<file path="src/design/ffp_pkg.sv">
`default_nettype none

package ffp_pkg;

    // Frame layout.
    localparam int unsigned PAYLOAD_BYTES = 8;
    localparam int unsigned IDX_W         = $clog2(PAYLOAD_BYTES);

    localparam logic [7:0] HDR_BYTE  = 8'hFC;
    localparam logic [7:0] TRL_BYTE  = 8'hDF;
    localparam logic [7:0] KIND_LOW  = 8'd1;
    localparam logic [7:0] KIND_HIGH = 8'd5;

    // One decoded frame as it leaves the parser.
    typedef struct packed {
        logic [2:0]  frame_kind;
        logic [15:0] word_zero;
        logic [15:0] word_one;
        logic [15:0] word_two;
        logic [15:0] word_three;
    } t_frame;

endpackage

`default_nettype wire

</file>
<file path="src/design/ffp_if.sv">
`default_nettype none

// Byte channel from the serial receiver.
interface ffp_byte_if;
    logic       valid;
    logic       ready;
    logic [7:0] rx_byte;

    modport source (output valid, output rx_byte, input ready);
    modport sink (input valid, input rx_byte, output ready);
endinterface

// Decoded frame channel.
interface ffp_frame_if;
    logic        valid;
    logic        ready;
    logic [2:0]  frame_kind;
    logic [15:0] word_zero;
    logic [15:0] word_one;
    logic [15:0] word_two;
    logic [15:0] word_three;

    modport source (output valid, output frame_kind, output word_zero, output word_one,
                    output word_two, output word_three, input ready);
    modport sink (input valid, input frame_kind, input word_zero, input word_one,
                  input word_two, input word_three, output ready);
endinterface

`default_nettype wire

</file>
<file path="src/design/ffp_in_stage.sv">
`default_nettype none

module ffp_in_stage (
    input  wire logic       i_clk,
    input  wire logic       i_rst_n,
    input  wire logic       i_valid,
    input  wire logic [7:0] i_byte,
    output logic            o_ready,
    input  wire logic       i_space,
    output logic            o_step,
    output logic [7:0]      o_byte
);
    import ffp_pkg::*;

    logic       r_valid;
    logic [7:0] r_byte;
    logic       n_valid;

    // The held byte is consumed whenever the result side can take a result.
    assign o_step  = r_valid && i_space;
    assign o_ready = !r_valid || i_space;
    assign o_byte  = r_byte;

    always_comb begin
        n_valid = r_valid;
        if (o_ready) begin
            n_valid = i_valid;
        end
    end

    always_ff @(posedge i_clk) begin
        if (!i_rst_n) begin
            r_valid <= 1'b0;
        end else begin
            r_valid <= n_valid;
        end
    end

    always_ff @(posedge i_clk) begin
        if (o_ready && i_valid) begin
            r_byte <= i_byte;
        end
    end

endmodule

`default_nettype wire

</file>
<file path="src/design/ffp_parser.sv">
`default_nettype none

module ffp_parser (
    input  wire logic      i_clk,
    input  wire logic      i_rst_n,
    input  wire logic      i_step,
    input  wire logic [7:0] i_byte,
    output logic           o_hit,
    output ffp_pkg::t_frame o_frame
);
    import ffp_pkg::*;

    typedef enum logic [2:0] {
        PH_HUNT,
        PH_KIND,
        PH_DATA,
        PH_CHECK,
        PH_TRAIL
    } t_phase;

    t_phase           r_phase, n_phase;
    logic [7:0]       r_xor, n_xor;
    logic [2:0]       r_kind, n_kind;
    logic [IDX_W-1:0] r_idx, n_idx;
    logic [7:0]       r_store [PAYLOAD_BYTES];

    always_comb begin
        n_phase = r_phase;
        n_xor   = r_xor;
        n_kind  = r_kind;
        n_idx   = r_idx;
        case (r_phase)
            PH_KIND: begin
                if (i_byte >= KIND_LOW && i_byte <= KIND_HIGH) begin
                    n_kind  = i_byte[2:0];
                    n_xor   = r_xor ^ i_byte;
                    n_idx   = '0;
                    n_phase = PH_DATA;
                end else begin
                    n_phase = PH_HUNT;
                end
            end
            PH_DATA: begin
                n_xor = r_xor ^ i_byte;
                if (r_idx == IDX_W'(PAYLOAD_BYTES - 1)) begin
                    n_idx   = '0;
                    n_phase = PH_CHECK;
                end else begin
                    n_idx = r_idx + IDX_W'(1);
                end
            end
            PH_CHECK: begin
                n_phase = (i_byte == r_xor) ? PH_TRAIL : PH_HUNT;
            end
            PH_TRAIL: begin
                n_phase = PH_HUNT;
            end
            default: begin
                n_phase = PH_HUNT;
                if (i_byte == HDR_BYTE) begin
                    n_xor   = HDR_BYTE;
                    n_phase = PH_KIND;
                end
            end
        endcase
    end

    always_ff @(posedge i_clk) begin
        if (!i_rst_n) begin
            r_phase <= PH_HUNT;
            r_xor   <= '0;
            r_kind  <= '0;
            r_idx   <= '0;
        end else if (i_step) begin
            r_phase <= n_phase;
            r_xor   <= n_xor;
            r_kind  <= n_kind;
            r_idx   <= n_idx;
        end
    end

    always_ff @(posedge i_clk) begin
        if (i_step && r_phase == PH_DATA) begin
            r_store[r_idx] <= i_byte;
        end
    end

    // A frame is complete when a correct trailer arrives after a good checksum.
    assign o_hit = i_step && r_phase == PH_TRAIL && i_byte == TRL_BYTE;

    always_comb begin
        o_frame.frame_kind = r_kind;
        o_frame.word_zero  = {r_store[0], r_store[1]};
        o_frame.word_one   = {r_store[2], r_store[3]};
        o_frame.word_two   = {r_store[4], r_store[5]};
        o_frame.word_three = {r_store[6], r_store[7]};
    end

endmodule

`default_nettype wire

</file>
<file path="src/design/ffp_out_stage.sv">
`default_nettype none

module ffp_out_stage (
    input  wire logic            i_clk,
    input  wire logic            i_rst_n,
    input  wire logic            i_load,
    input  wire ffp_pkg::t_frame i_frame,
    output logic                 o_space,
    output logic                 o_valid,
    input  wire logic            i_ready,
    output ffp_pkg::t_frame      o_frame
);
    import ffp_pkg::*;

    logic   r_valid;
    logic   n_valid;
    t_frame r_frame;

    // Space for a new result whenever the register is empty or being emptied.
    assign o_space = !r_valid || i_ready;
    assign o_valid = r_valid;
    assign o_frame = r_frame;

    always_comb begin
        n_valid = r_valid;
        if (o_space) begin
            n_valid = i_load;
        end
    end

    always_ff @(posedge i_clk) begin
        if (!i_rst_n) begin
            r_valid <= 1'b0;
        end else begin
            r_valid <= n_valid;
        end
    end

    always_ff @(posedge i_clk) begin
        if (o_space && i_load) begin
            r_frame <= i_frame;
        end
    end

endmodule

`default_nettype wire

</file>
<file path="src/design/fixed_frame_parser_xor_check_unit.sv">
`default_nettype none

// Fixed-length frame parser with XOR check. Received serial bytes arrive one
// request at a time on i_rx; the block hunts for the header byte 0xFC, takes a
// type byte from 1 to 5, collects eight payload bytes, checks a checksum byte
// against the XOR of header, type and payload, and requires the trailer 0xDF.
// A bad type, checksum or trailer drops the frame and returns to the hunt
// without rechecking that byte as a header. Each good frame gives one request
// on o_frame carrying the type and the payload as four big-endian 16-bit
// words. The block takes one byte per clock cycle: every byte passes through
// an input register, compare and XOR logic that updates the parse state, and
// an output register, so a frame is presented on o_frame from the output
// register once its trailer byte has passed the input register and the parse
// logic. Throughput drops below one byte per cycle only while a finished frame
// waits in the output register and the sink holds ready low.
module fixed_frame_parser_xor_check_unit (
    input  wire logic    i_clk,
    input  wire logic    i_rst_n,
    ffp_byte_if.sink     i_rx,
    ffp_frame_if.source  o_frame
);
    import ffp_pkg::*;

    logic       space;
    logic       step;
    logic [7:0] held_byte;
    logic       hit;
    t_frame     parsed;
    t_frame     out_frame;
    logic       out_valid;

    // Input register: holds one byte until the parser consumes it.
    ffp_in_stage u_in (
        .i_clk   (i_clk),
        .i_rst_n (i_rst_n),
        .i_valid (i_rx.valid),
        .i_byte  (i_rx.rx_byte),
        .o_ready (i_rx.ready),
        .i_space (space),
        .o_step  (step),
        .o_byte  (held_byte)
    );

    // Parse state, running XOR and payload store.
    ffp_parser u_parser (
        .i_clk   (i_clk),
        .i_rst_n (i_rst_n),
        .i_step  (step),
        .i_byte  (held_byte),
        .o_hit   (hit),
        .o_frame (parsed)
    );

    // Result register towards the sink.
    ffp_out_stage u_out (
        .i_clk   (i_clk),
        .i_rst_n (i_rst_n),
        .i_load  (hit),
        .i_frame (parsed),
        .o_space (space),
        .o_valid (out_valid),
        .i_ready (o_frame.ready),
        .o_frame (out_frame)
    );

    assign o_frame.valid      = out_valid;
    assign o_frame.frame_kind = out_frame.frame_kind;
    assign o_frame.word_zero  = out_frame.word_zero;
    assign o_frame.word_one   = out_frame.word_one;
    assign o_frame.word_two   = out_frame.word_two;
    assign o_frame.word_three = out_frame.word_three;

endmodule

`default_nettype wire
</file>
<file path="src/flat_wrapper.sv">
// flat-port wrapper written by rule: the top's interface ports become plain ports
module fixed_frame_parser_xor_check_unit_flat import ffp_pkg::*;
  (i_clk, i_rst_n, i_rx_valid, i_rx_rx_byte, i_rx_ready, o_frame_valid, o_frame_frame_kind, o_frame_word_zero, o_frame_word_one, o_frame_word_two, o_frame_word_three, o_frame_ready);
  ffp_byte_if i_rx_i ();
  ffp_frame_if o_frame_i ();
  input  wire logic i_clk;
  input  wire logic i_rst_n;
  input wire logic [$bits(i_rx_i.valid)-1:0] i_rx_valid;
  input wire logic [$bits(i_rx_i.rx_byte)-1:0] i_rx_rx_byte;
  output wire logic [$bits(i_rx_i.ready)-1:0] i_rx_ready;
  output wire logic [$bits(o_frame_i.valid)-1:0] o_frame_valid;
  output wire logic [$bits(o_frame_i.frame_kind)-1:0] o_frame_frame_kind;
  output wire logic [$bits(o_frame_i.word_zero)-1:0] o_frame_word_zero;
  output wire logic [$bits(o_frame_i.word_one)-1:0] o_frame_word_one;
  output wire logic [$bits(o_frame_i.word_two)-1:0] o_frame_word_two;
  output wire logic [$bits(o_frame_i.word_three)-1:0] o_frame_word_three;
  input wire logic [$bits(o_frame_i.ready)-1:0] o_frame_ready;
  assign i_rx_i.valid = i_rx_valid;
  assign i_rx_i.rx_byte = i_rx_rx_byte;
  assign i_rx_ready = i_rx_i.ready;
  assign o_frame_valid = o_frame_i.valid;
  assign o_frame_frame_kind = o_frame_i.frame_kind;
  assign o_frame_word_zero = o_frame_i.word_zero;
  assign o_frame_word_one = o_frame_i.word_one;
  assign o_frame_word_two = o_frame_i.word_two;
  assign o_frame_word_three = o_frame_i.word_three;
  assign o_frame_i.ready = o_frame_ready;
  fixed_frame_parser_xor_check_unit u_core (.i_clk(i_clk), .i_rst_n(i_rst_n), .i_rx(i_rx_i), .o_frame(o_frame_i));
endmodule
</file>
<file path="config.mk">
export PLATFORM = sky130hd
export DESIGN_NAME = fixed_frame_parser_xor_check_unit_flat
export DESIGN_NICKNAME = d
export VERILOG_FILES = /design/src/design/ffp_pkg.sv /design/src/design/ffp_if.sv /design/src/design/ffp_in_stage.sv /design/src/design/ffp_parser.sv /design/src/design/ffp_out_stage.sv /design/src/design/fixed_frame_parser_xor_check_unit.sv /design/src/flat_wrapper.sv
export SDC_FILE = /design/constraint.sdc
export NUM_CORES = 1
export LEC_CHECK = 0
export BUFFER_PORTS_ARGS = -buffer_cell sky130_fd_sc_hd__buf_2
export CORE_MARGIN = 2
export CORE_UTILIZATION = 56
export CTS_CLUSTER_DIAMETER = 100
export DETAILED_ROUTE_END_ITERATION = 8
export GPL_ROUTABILITY_DRIVEN = 1
export GPL_TIMING_DRIVEN = 0
export PLACE_DENSITY_LB_ADDON = 0.05
export SYNTH_ARGS = -nofsm -noshare
export SYNTH_HDL_FRONTEND = slang
export SYNTH_SLANG_ARGS = --single-unit
export TNS_END_PERCENT = 10
</file>
<file path="constraint.sdc">
create_clock -name i_clk -period 11 [get_ports i_clk]
set_input_delay 0.55 -clock i_clk [delete_from_list [all_inputs] [get_ports i_clk]]
set_output_delay 0.55 -clock i_clk [all_outputs]
set_load 0.05 [all_outputs]
</file>
==> results of run 1 <==
==> routing by layer <==
metal	vias up	share of wire	GRT usage	wire (um)
met3	4	0.051	0.0609	462
met4	0	0.0024	0.0503	22
met1	1350	0.44	0.244	3990
met5	-	0	0	0
met2	89	0.50	0.297	4560
li1	1373	-	-	-
==> placed cells by master (no fill, tap or decap), types with 6 or more instances in the layout <==
master	n
edfxtp_1	139
buf_2	83
dfxtp_1	19
nand2_1	18
nor2_1	16
clkbuf_16	16
nand2b_1	9
nor3_1	9
nand3_1	7
inv_1	7
a21oi_1	7
o21ai_0	7
buf_4	7
clkbuf_1	6
a21oi_2	6
==> cell usage after synthesis, types with 2 or more instances <==
library cell	number
a21oi_2	6
nor2b_1	2
o21ai_0	7
o22ai_1	2
xnor2_1	4
nand2_1	18
buf_6	2
nor2_1	16
nand3_1	7
clkbuf_1	4
nor4_1	3
nand2b_1	9
mux2i_1	3
and2_1	2
edfxtp_1	139
dfxtp_1	19
and3_1	2
o41ai_1	2
nor3_1	9
ha_1	2
o31a_1	5
xor2_1	2
nor3b_1	3
a21oi_1	7
nand4_1	5
inv_1	7
buf_2	3
==> critical path, delay by kind of cell (launching register included) <==
family,cells,cell delay (ps)
DFF,1,290
and+or+nand+nor,3,1960
buffers and inverters,1,170
==> power groups by stage <==
stage / combinational [W] / sequential [W] / clock, W
finish: 0.0000172 / 0.000664 / 0.000538
global route: 0.0000194 / 0.000665 / 0.000571
CTS: 0.0000172 / 0.000664 / 0.000548
detailed placement: 0.0000170 / 0.000677 / 0
global placement: 0.0000165 / 0.000676 / 0
floorplan: 0.0000122 / 0.000670 / 0
==> layout make-up <==
class / count / area [um^2] / share of cell area
plain buffers: 9 / 52.6 / 0.00794
multi-input cells: 128 / 805 / 0.122
flip-flops and latches: 158 / 4550 / 0.688
clock inverters: 13 / 131 / 0.0199
inverters: 7 / 26.3 / 0.00397
clock buffers: 19 / 422 / 0.0637
well taps: 129 / 161 / 0.0244
repair buffers: 88 / 464 / 0.0702
==> per-stage QoR <==
| step | area [um^2] | hold WS [ps] | power (W) | utilization |
|---|---|---|---|---|
| detailed placement | 6060 | 405 | 0.000694 | 0.650 |
| finish | 6620 | 215 | 0.00122 | 0.709 |
| global route | 6620 | 182 | 0.00125 | 0.709 |
| CTS | 6620 | 190 | 0.00123 | 0.709 |
| floorplan | 5430 | 400 | 0.000683 | - |
| global placement | 5990 | 401 | 0.000693 | 0.642 |
==> cells by family (layout without fill, tap and decap cells) <==
group | count (synthesis) | count (layout)
mux | 3 | 3
compound gates | 33 | 33
fa+ha+maj | 2 | 2
xor+xnor | 6 | 6
flops | 158 | 158
simple gates | 84 | 84
buf+inv | 16 | 136
==> flip-flops by register name (all words and copies together), names as in the netlist <==
signal and flops:
u_core.u_parser.r_store 64, o_frame_word_one 16, o_frame_word_three 16, o_frame_word_two 16, o_frame_word_zero 16, u_core.u_in.o_byte 8
u_core.u_parser.r_xor 8, u_core.u_out.o_frame 3, u_core.u_parser.r_idx 3, u_core.u_parser.r_kind 3, u_core.u_parser.r_phase 3, u_core.u_in.r_valid 1
u_core.u_out.o_valid 1
==> worst min path at each step <==
stage	from	to
after floorplan	u_core.u_parser.r_store[3][0]	o_frame_word_one[0]
after global placement	u_core.u_parser.r_store[4][0]	o_frame_word_two[8]
after detailed placement	u_core.u_parser.r_store[2][4]	o_frame_word_one[12]
after CTS	i_rx_rx_byte[5]	u_core.u_in.o_byte[5]
after global routing	i_rx_rx_byte[7]	u_core.u_in.o_byte[7]
final	i_rx_rx_byte[4]	u_core.u_in.o_byte[4]
==> report_table.html, run 1 <==
<table>
<tr><th>Metric</th><th>Value</th></tr>
<tr><th colspan="2">STA</th></tr>
<tr><td>Final clock period utilization by the worst path</td><td>0.255</td></tr>
<tr><td>Crit path time final</td><td>2810 ps</td></tr>
<tr><td>Setup-violating endpoint count in the final report</td><td>0</td></tr>
<tr><td>Slew at the pin with the worst max-slew slack</td><td>~1200 ps</td></tr>
<tr><td>RSZ-0062 raised after global routing</td><td>false</td></tr>
<tr><td>Fin Clk Skew</td><td>7.62 ps</td></tr>
<tr><td>Final WS setup</td><td>8190 ps</td></tr>
<tr><td>Max-slew violation total from the final report</td><td>0</td></tr>
<tr><td>Fin Setup TNS</td><td>0 ps</td></tr>
<tr><td>Headroom to the max-slew limit</td><td>0.194</td></tr>
<tr><td>Fmax</td><td>approximately 360 MHz</td></tr>
<tr><td>Number of failing hold endpoints at the final stage</td><td>0</td></tr>
<tr><th colspan="2">Global routing</th></tr>
<tr><td>Total gr overflow</td><td>0</td></tr>
<tr><td>Overall fraction of global-route tracks in use</td><td>0.184</td></tr>
<tr><td>Pin count of the biggest net entering global routing</td><td>17</td></tr>
<tr><td>Initial antenna violation count</td><td>0</td></tr>
<tr><td>First-pass GRT wire length</td><td>13.9 mm</td></tr>
<tr><td>Vias in the first global route</td><td>2645</td></tr>
<tr><th colspan="2">Yosys</th></tr>
<tr><td>Post-synthesis cell type count</td><td>39</td></tr>
<tr><td>Post-synthesis share of cell area spent on full adders, half adders and majority gates</td><td>0.00461</td></tr>
<tr><td>Synthesized-area fraction occupied by ao, oa, aoi and oai cells</td><td>0.0427</td></tr>
<tr><td>Top-area cell type share of the netlist area</td><td>0.769</td></tr>
<tr><td>Net count after synthesis</td><td>316</td></tr>
<tr><td>Simple-gate share of the synthesized area</td><td>0.0835</td></tr>
<tr><td>Top cells by area in the synthesized netlist</td><td>edfxtp_1 (77%), dfxtp_1 (7.0%), nand2_1 (1.2%)</td></tr>
<tr><td>Largest family of logic cells by synthesized area</td><td>simple AND/OR/NAND/NOR gates</td></tr>
<tr><td>Synthesized netlist cell count</td><td>302</td></tr>
<tr><td>Cell taking the most area after synthesis</td><td>edfxtp_1</td></tr>
<tr><td>Share of synthesized area spent on multiplexers</td><td>0.00554</td></tr>
<tr><td>Synthesis Warnings</td><td>0</td></tr>
<tr><td>Sequential cell area fraction in the yosys report</td><td>0.839</td></tr>
<tr><td>Flops &amp; latches, synth</td><td>158</td></tr>
<tr><td>Avg Synthesized Cell Area</td><td>18.0 um^2</td></tr>
<tr><td>Post-synthesis share of cell area spent on xor and xnor gates</td><td>0.00969</td></tr>
<tr><td>Netlist area before placement</td><td>5430 um^2</td></tr>
<tr><td>Main flop type after synthesis</td><td>edfxtp_1</td></tr>
<tr><td>Count of flip-flops with a built-in enable after synthesis</td><td>~140</td></tr>
<tr><td>Share of flip-flops with an asynchronous set or reset after synthesis</td><td>0</td></tr>
<tr><th colspan="2">Worst hold path</th></tr>
<tr><td>Worst hold path depth</td><td>1</td></tr>
<tr><td>Hold Crit Class</td><td>primary input to flop</td></tr>
<tr><th colspan="2">Power and ir drop</th></tr>
<tr><td>Total power density per cell area</td><td>184 nW/um^2</td></tr>
<tr><td>Maximum VDD drop</td><td>0.000112 V</td></tr>
<tr><td>Reg power frac</td><td>0.544</td></tr>
<tr><td>Leakage power</td><td>roughly 2.3 nW</td></tr>
<tr><td>Net load switching power</td><td>0.000254 W</td></tr>
<tr><td>Power Internal</td><td>0.000965 W</td></tr>
<tr><td>Switching fraction of total power</td><td>0.208</td></tr>
<tr><td>Part of the power in combinational logic</td><td>0.014</td></tr>
<tr><td>Proportion of power drawn by the clock network</td><td>0.442</td></tr>
<tr><th colspan="2">Critical path</th></tr>
<tr><td>Number of cell instances on the worst register-to-register path</td><td>4</td></tr>
<tr><td>Worst R2R Start</td><td>u_core.u_parser.r_phase[0]</td></tr>
<tr><td>End point of the critical path</td><td>u_core.u_parser.r_store[4][0]</td></tr>
<tr><td>Worst Setup Path Type</td><td>flop to flop</td></tr>
<tr><td>Slowest stage cell, crit path</td><td>nor3_1</td></tr>
<tr><td>Cell-by-cell trace of the critical path</td><td>buf_2, nor3b_1, nand3_1, nor3_1</td></tr>
<tr><td>Data arrival at the endpoint of the critical path</td><td>2920 ps</td></tr>
<tr><td>Critical path required time</td><td>between 10000 and 15000 ps</td></tr>
<tr><td>Worst-path fanout max</td><td>9</td></tr>
<tr><td>Critical Path Start Type</td><td>flop</td></tr>
<tr><td>CP Launch Point</td><td>u_core.u_parser.r_phase[0]</td></tr>
<tr><td>Worst path max stage delay</td><td>1070 ps</td></tr>
<tr><td>Endpoint of the lowest-slack register-to-register path</td><td>u_core.u_parser.r_store[4][0]</td></tr>
<tr><td>Reg-to-reg setup timing slack</td><td>a little over 8000 ps</td></tr>
<tr><td>Worst Setup End Kind</td><td>flop</td></tr>
<tr><th colspan="2">Placement</th></tr>
<tr><td>Quantity of I/O buffers inserted on ports</td><td>80</td></tr>
<tr><td>Routability congestion estimate from global placement</td><td>0.802</td></tr>
<tr><td>Hpwl dp</td><td>~5.7 mm</td></tr>
<tr><td>Placed Cells incl. Taps</td><td>519</td></tr>
<tr><td>Placement-stage worst setup slack</td><td>between 8000 and 9000 ps</td></tr>
<tr><th colspan="2">Clocking</th></tr>
<tr><td>Number of buffers inserted by hold repair at cts</td><td>0</td></tr>
<tr><td>Number of clock sinks</td><td>158</td></tr>
<tr><td>Clock transition at the register clock pins on the worst setup and hold paths after CTS</td><td>approximately 70 ps</td></tr>
<tr><td>CTS H-Tree Depth</td><td>4</td></tr>
<tr><td>Maximum number of buffers from clock root to sink</td><td>2</td></tr>
<tr><td>Master cell of the clock root buffer</td><td>clkbuf_8</td></tr>
<tr><td>TritonCTS buffer count</td><td>17</td></tr>
<tr><td>Cells resized by post-CTS repair</td><td>0</td></tr>
<tr><td>TritonCTS clock tree</td><td>done</td></tr>
<tr><td>Clk Latency, worst-skew pair</td><td>510 ps</td></tr>
<tr><td>Post-CTS setup repair buffer count</td><td>0</td></tr>
<tr><th colspan="2">Die</th></tr>
<tr><td>Core outline area</td><td>roughly 9300 um^2</td></tr>
<tr><td>DIE WIDTH</td><td>102 um</td></tr>
<tr><td>Die Span Y</td><td>102 um</td></tr>
<tr><td>Total die area</td><td>10500 um^2</td></tr>
<tr><td>Floorplan row count</td><td>35</td></tr>
<tr><td>Initial Util</td><td>0.582</td></tr>
<tr><td>Num ports</td><td>between 80 and 90</td></tr>
<tr><th colspan="2">Drt</th></tr>
<tr><td>Vias/cell</td><td>5.11</td></tr>
<tr><td>First-pass iteration count of the detailed router</td><td>4</td></tr>
<tr><td>Total DRC errors in the routed layout</td><td>0</td></tr>
<tr><td>Final wirelength</td><td>9.03 mm</td></tr>
<tr><td>Detailed-route wire length per cell</td><td>16.4 um</td></tr>
<tr><td>Total number of vias</td><td>2816</td></tr>
<tr><td>Iteration-0 DRC Markers</td><td>156</td></tr>
<tr><td>Residual antenna-violating net count after detailed routing</td><td>0</td></tr>
<tr><th colspan="2">Job</th></tr>
<tr><td>Number of max-cap violations</td><td>0</td></tr>
<tr><th colspan="2">Run status</th></tr>
<tr><td>Outcome</td><td>finished clean</td></tr>
<tr><th colspan="2">Layout</th></tr>
<tr><td>Fraction of layout cells with a size suffix above 1</td><td>0.325</td></tr>
<tr><td>Finished Layout Cells</td><td>about 550</td></tr>
<tr><td>P&amp;R area growth vs syn</td><td>22.0%</td></tr>
<tr><td>Filler cell count</td><td>615</td></tr>
<tr><td>Net count reported at finish</td><td>around 420</td></tr>
<tr><td>Diodes inserted</td><td>0</td></tr>
</table>
(Power assumes the default switching activity.)
==> run 2, diff against run 1 <==
- clock period: 11 -> 2.7 ns (I/O delays scaled with it)
==> run 2 against run 1 <==
Compared with the run above: worst setup slack lost 8000 ps; largest cell class unchanged; sequential cell count stayed put; power rose to 4.2 times the previous value; critical endpoint is now u_core.u_parser.r_store[6][6].
==> report_table.html, run 2 (synthesis gave the netlist of run 1 again) <==
<table>
<tr><th>Metric</th><th>Value</th></tr>
<tr><th colspan="2">Clocking</th></tr>
<tr><td>Clock transition at the register clock pins on the worst setup and hold paths after CTS</td><td>60 ps</td></tr>
<tr><td>Master cell of the clock root buffer</td><td>clkbuf_8</td></tr>
<tr><td>Maximum number of buffers from clock root to sink</td><td>2</td></tr>
<tr><td>CTS H-Tree Depth</td><td>4</td></tr>
<tr><td>TritonCTS clock tree</td><td>done</td></tr>
<tr><td>Clk Latency, worst-skew pair</td><td>520 ps</td></tr>
<tr><td>Post-CTS setup repair buffer count</td><td>0</td></tr>
<tr><td>TritonCTS buffer count</td><td>17</td></tr>
<tr><td>Number of clock sinks</td><td>158</td></tr>
<tr><th colspan="2">Layout</th></tr>
<tr><td>Diodes inserted</td><td>0</td></tr>
<tr><td>Fraction of layout cells with a size suffix above 1</td><td>0.322</td></tr>
<tr><td>P&amp;R area growth vs syn</td><td>25.0%</td></tr>
<tr><td>Filler cell count</td><td>598</td></tr>
<tr><td>Finished Layout Cells</td><td>between 500 and 600</td></tr>
<tr><td>Final std cell area, no fill</td><td>6780 um^2</td></tr>
<tr><td>Register with the most flip-flops</td><td>u_core.u_parser.r_store</td></tr>
<tr><td>Net count reported at finish</td><td>around 430</td></tr>
<tr><td>Most common cell after layout, fill and taps aside</td><td>edfxtp_1</td></tr>
<tr><td>Leading cell types in the layout, fill and taps excluded</td><td>edfxtp_1 (139), buf_2 (83), nand2_1 (18), dfxtp_1 (18)</td></tr>
<tr><td>Number of flip-flops under the largest register name</td><td>64</td></tr>
<tr><th colspan="2">Die</th></tr>
<tr><td>Initial Util</td><td>0.582</td></tr>
<tr><td>DIE WIDTH</td><td>slightly above 100 um</td></tr>
<tr><td>Floorplan row count</td><td>35</td></tr>
<tr><td>Total die area</td><td>10500 um^2</td></tr>
<tr><td>Die Span Y</td><td>between 100 and 150 um</td></tr>
<tr><td>Core outline area</td><td>9330 um^2</td></tr>
<tr><td>Num ports</td><td>just over 80</td></tr>
<tr><th colspan="2">Placement</th></tr>
<tr><td>Quantity of I/O buffers inserted on ports</td><td>80</td></tr>
<tr><td>Placed Cells incl. Taps</td><td>515</td></tr>
<tr><td>Routability congestion estimate from global placement</td><td>just under 0.8</td></tr>
<tr><td>Hpwl dp</td><td>5.61 mm</td></tr>
<tr><td>Area after DPL</td><td>6060 um^2</td></tr>
<tr><th colspan="2">Global routing</th></tr>
<tr><td>Total gr overflow</td><td>0</td></tr>
<tr><td>Pin count of the biggest net entering global routing</td><td>19</td></tr>
<tr><td>Vias in the first global route</td><td>2678</td></tr>
<tr><td>First-pass GRT wire length</td><td>13.9 mm</td></tr>
<tr><td>Initial antenna violation count</td><td>0</td></tr>
<tr><td>Overall fraction of global-route tracks in use</td><td>0.188</td></tr>
<tr><th colspan="2">Drt</th></tr>
<tr><td>Total DRC errors in the routed layout</td><td>0</td></tr>
<tr><td>Iteration-0 DRC Markers</td><td>147</td></tr>
<tr><td>Detailed-route wire length per cell</td><td>16.4 um</td></tr>
<tr><td>Residual antenna-violating net count after detailed routing</td><td>0</td></tr>
<tr><td>Final wirelength</td><td>9.14 mm</td></tr>
<tr><td>Total number of vias</td><td>2836</td></tr>
<tr><td>Vias/cell</td><td>5.08</td></tr>
<tr><td>First-pass iteration count of the detailed router</td><td>4</td></tr>
<tr><th colspan="2">Critical path</th></tr>
<tr><td>Worst R2R Start</td><td>u_core.u_parser.r_phase[0]</td></tr>
<tr><td>Data arrival at the endpoint of the critical path</td><td>2650 ps</td></tr>
<tr><td>Worst-path fanout max</td><td>9</td></tr>
<tr><td>Critical path required time</td><td>2850 ps</td></tr>
<tr><td>Worst Setup Path Type</td><td>flop to flop</td></tr>
<tr><td>Number of cell instances on the worst register-to-register path</td><td>4</td></tr>
<tr><td>Critical Path Start Type</td><td>flop</td></tr>
<tr><td>Reg-to-reg setup timing slack</td><td>approximately 200 ps</td></tr>
<tr><td>Worst Setup End Kind</td><td>flop</td></tr>
<tr><td>Endpoint of the lowest-slack register-to-register path</td><td>u_core.u_parser.r_store[6][6]</td></tr>
<tr><td>CP Launch Point</td><td>u_core.u_parser.r_phase[0]</td></tr>
<tr><th colspan="2">Worst hold path</th></tr>
<tr><td>Launch instance of the worst min-delay path</td><td>i_rx_rx_byte[7]</td></tr>
<tr><td>Worst hold path depth</td><td>2</td></tr>
<tr><td>Worst-case hold path end point</td><td>u_core.u_in.o_byte[7]</td></tr>
<tr><td>Hold Crit Class</td><td>primary input to flop</td></tr>
<tr><th colspan="2">Power and ir drop</th></tr>
<tr><td>Leakage power</td><td>roughly 2.4 nW</td></tr>
<tr><td>Total power consumption of the routed design</td><td>0.00508 W</td></tr>
<tr><td>Maximum VDD drop</td><td>0.000423 V</td></tr>
<tr><td>Total power density per cell area</td><td>750 nW/um^2</td></tr>
<tr><th colspan="2">STA</th></tr>
<tr><td>Setup-violating endpoint count in the final report</td><td>0</td></tr>
<tr><td>Final worst hold slack</td><td>between 300 and 400 ps</td></tr>
<tr><td>Fin Clk Skew</td><td>8.04 ps</td></tr>
<tr><td>Final clock period utilization by the worst path</td><td>0.927</td></tr>
<tr><td>Fmax</td><td>400 MHz</td></tr>
<tr><td>RSZ-0062 raised after global routing</td><td>false</td></tr>
<tr><td>Crit path time final</td><td>around 2500 ps</td></tr>
<tr><td>Headroom to the max-slew limit</td><td>0.517</td></tr>
<tr><td>Number of failing hold endpoints at the final stage</td><td>0</td></tr>
<tr><td>Max-slew violation total from the final report</td><td>0</td></tr>
<tr><td>Slew at the pin with the worst max-slew slack</td><td>722 ps</td></tr>
<tr><th colspan="2">Job</th></tr>
<tr><td>Number of max-cap violations</td><td>0</td></tr>
<tr><th colspan="2">Run status</th></tr>
<tr><td>Outcome</td><td>finished clean</td></tr>
</table>
run 2: layer usage:
metal | share of wire | vias to the layer above | GRT usage
met5 | 0 | - | 0
met2 | 0.50 | 108 | 0.303
li1 | - | 1383 | -
met4 | 0.010 | 0 | 0.0882
met3 | 0.061 | 9 | 0.0554
met1 | 0.42 | 1336 | 0.237
run 2: repair_timing:
item                                    CTS  global route
gates resized for setup                   3             2
endpoints found under the setup margin   24            16
gates cloned                              0             0
hold endpoints to repair                 12             0
hold buffers                             12             0
run 2: cell type report:
| class | count | area, um^2 | area share |
|---|---|---|---|
| sequential | 158 | 4560 | 0.672 |
| timing repair buffer | 96 | 569 | 0.0840 |
| clock inverter | 13 | 154 | 0.0227 |
| clock buffer | 18 | 418 | 0.0616 |
| buffer | 9 | 52.6 | 0.00775 |
| multi-input combinational | 128 | 842 | 0.124 |
| inverter | 7 | 26.3 | 0.00388 |
| tap | 129 | 161 | 0.0238 |
run 2: worst max-delay path, stage by stage, from the launching register on:
cell and delay [ps]:
dfxtp_1 290, buf_2 160, nor3b_1 460, nand3_1 480, nor3_2 730
run 2: worst max path at each step:
stage	end	slack, ps
2_1_floorplan	o_frame_word_one[0]	-760
3_3_place_gp	o_frame_word_one[5]	-1760
3_5_place_dp	u_core.u_parser.r_store[2][1]	-60
4_1_cts	u_core.u_parser.r_store[0][6]	120
5_1_grt	u_core.u_parser.r_store[6][6]	20
6_report	u_core.u_parser.r_store[6][6]	200
run 2: per-stage QoR:
stage / TNS (ps) / setup WS, ps / util
final: 0 / 198 / 0.727
after floorplan: -51190 / -756 / -
after CTS: 0 / 118 / 0.725
after global routing: 0 / 17.9 / 0.727
after global placement: -121400 / -1760 / 0.644
after detailed placement: -560 / -60.1 / 0.649
run 2: report_power, final:
group          internal (W)  switching [W]  total (W)
registers           0.00266      0.0000479    0.00271
logic             0.0000407      0.0000429  0.0000836
clock network       0.00133       0.000960    0.00229
total               0.00403        0.00105    0.00508
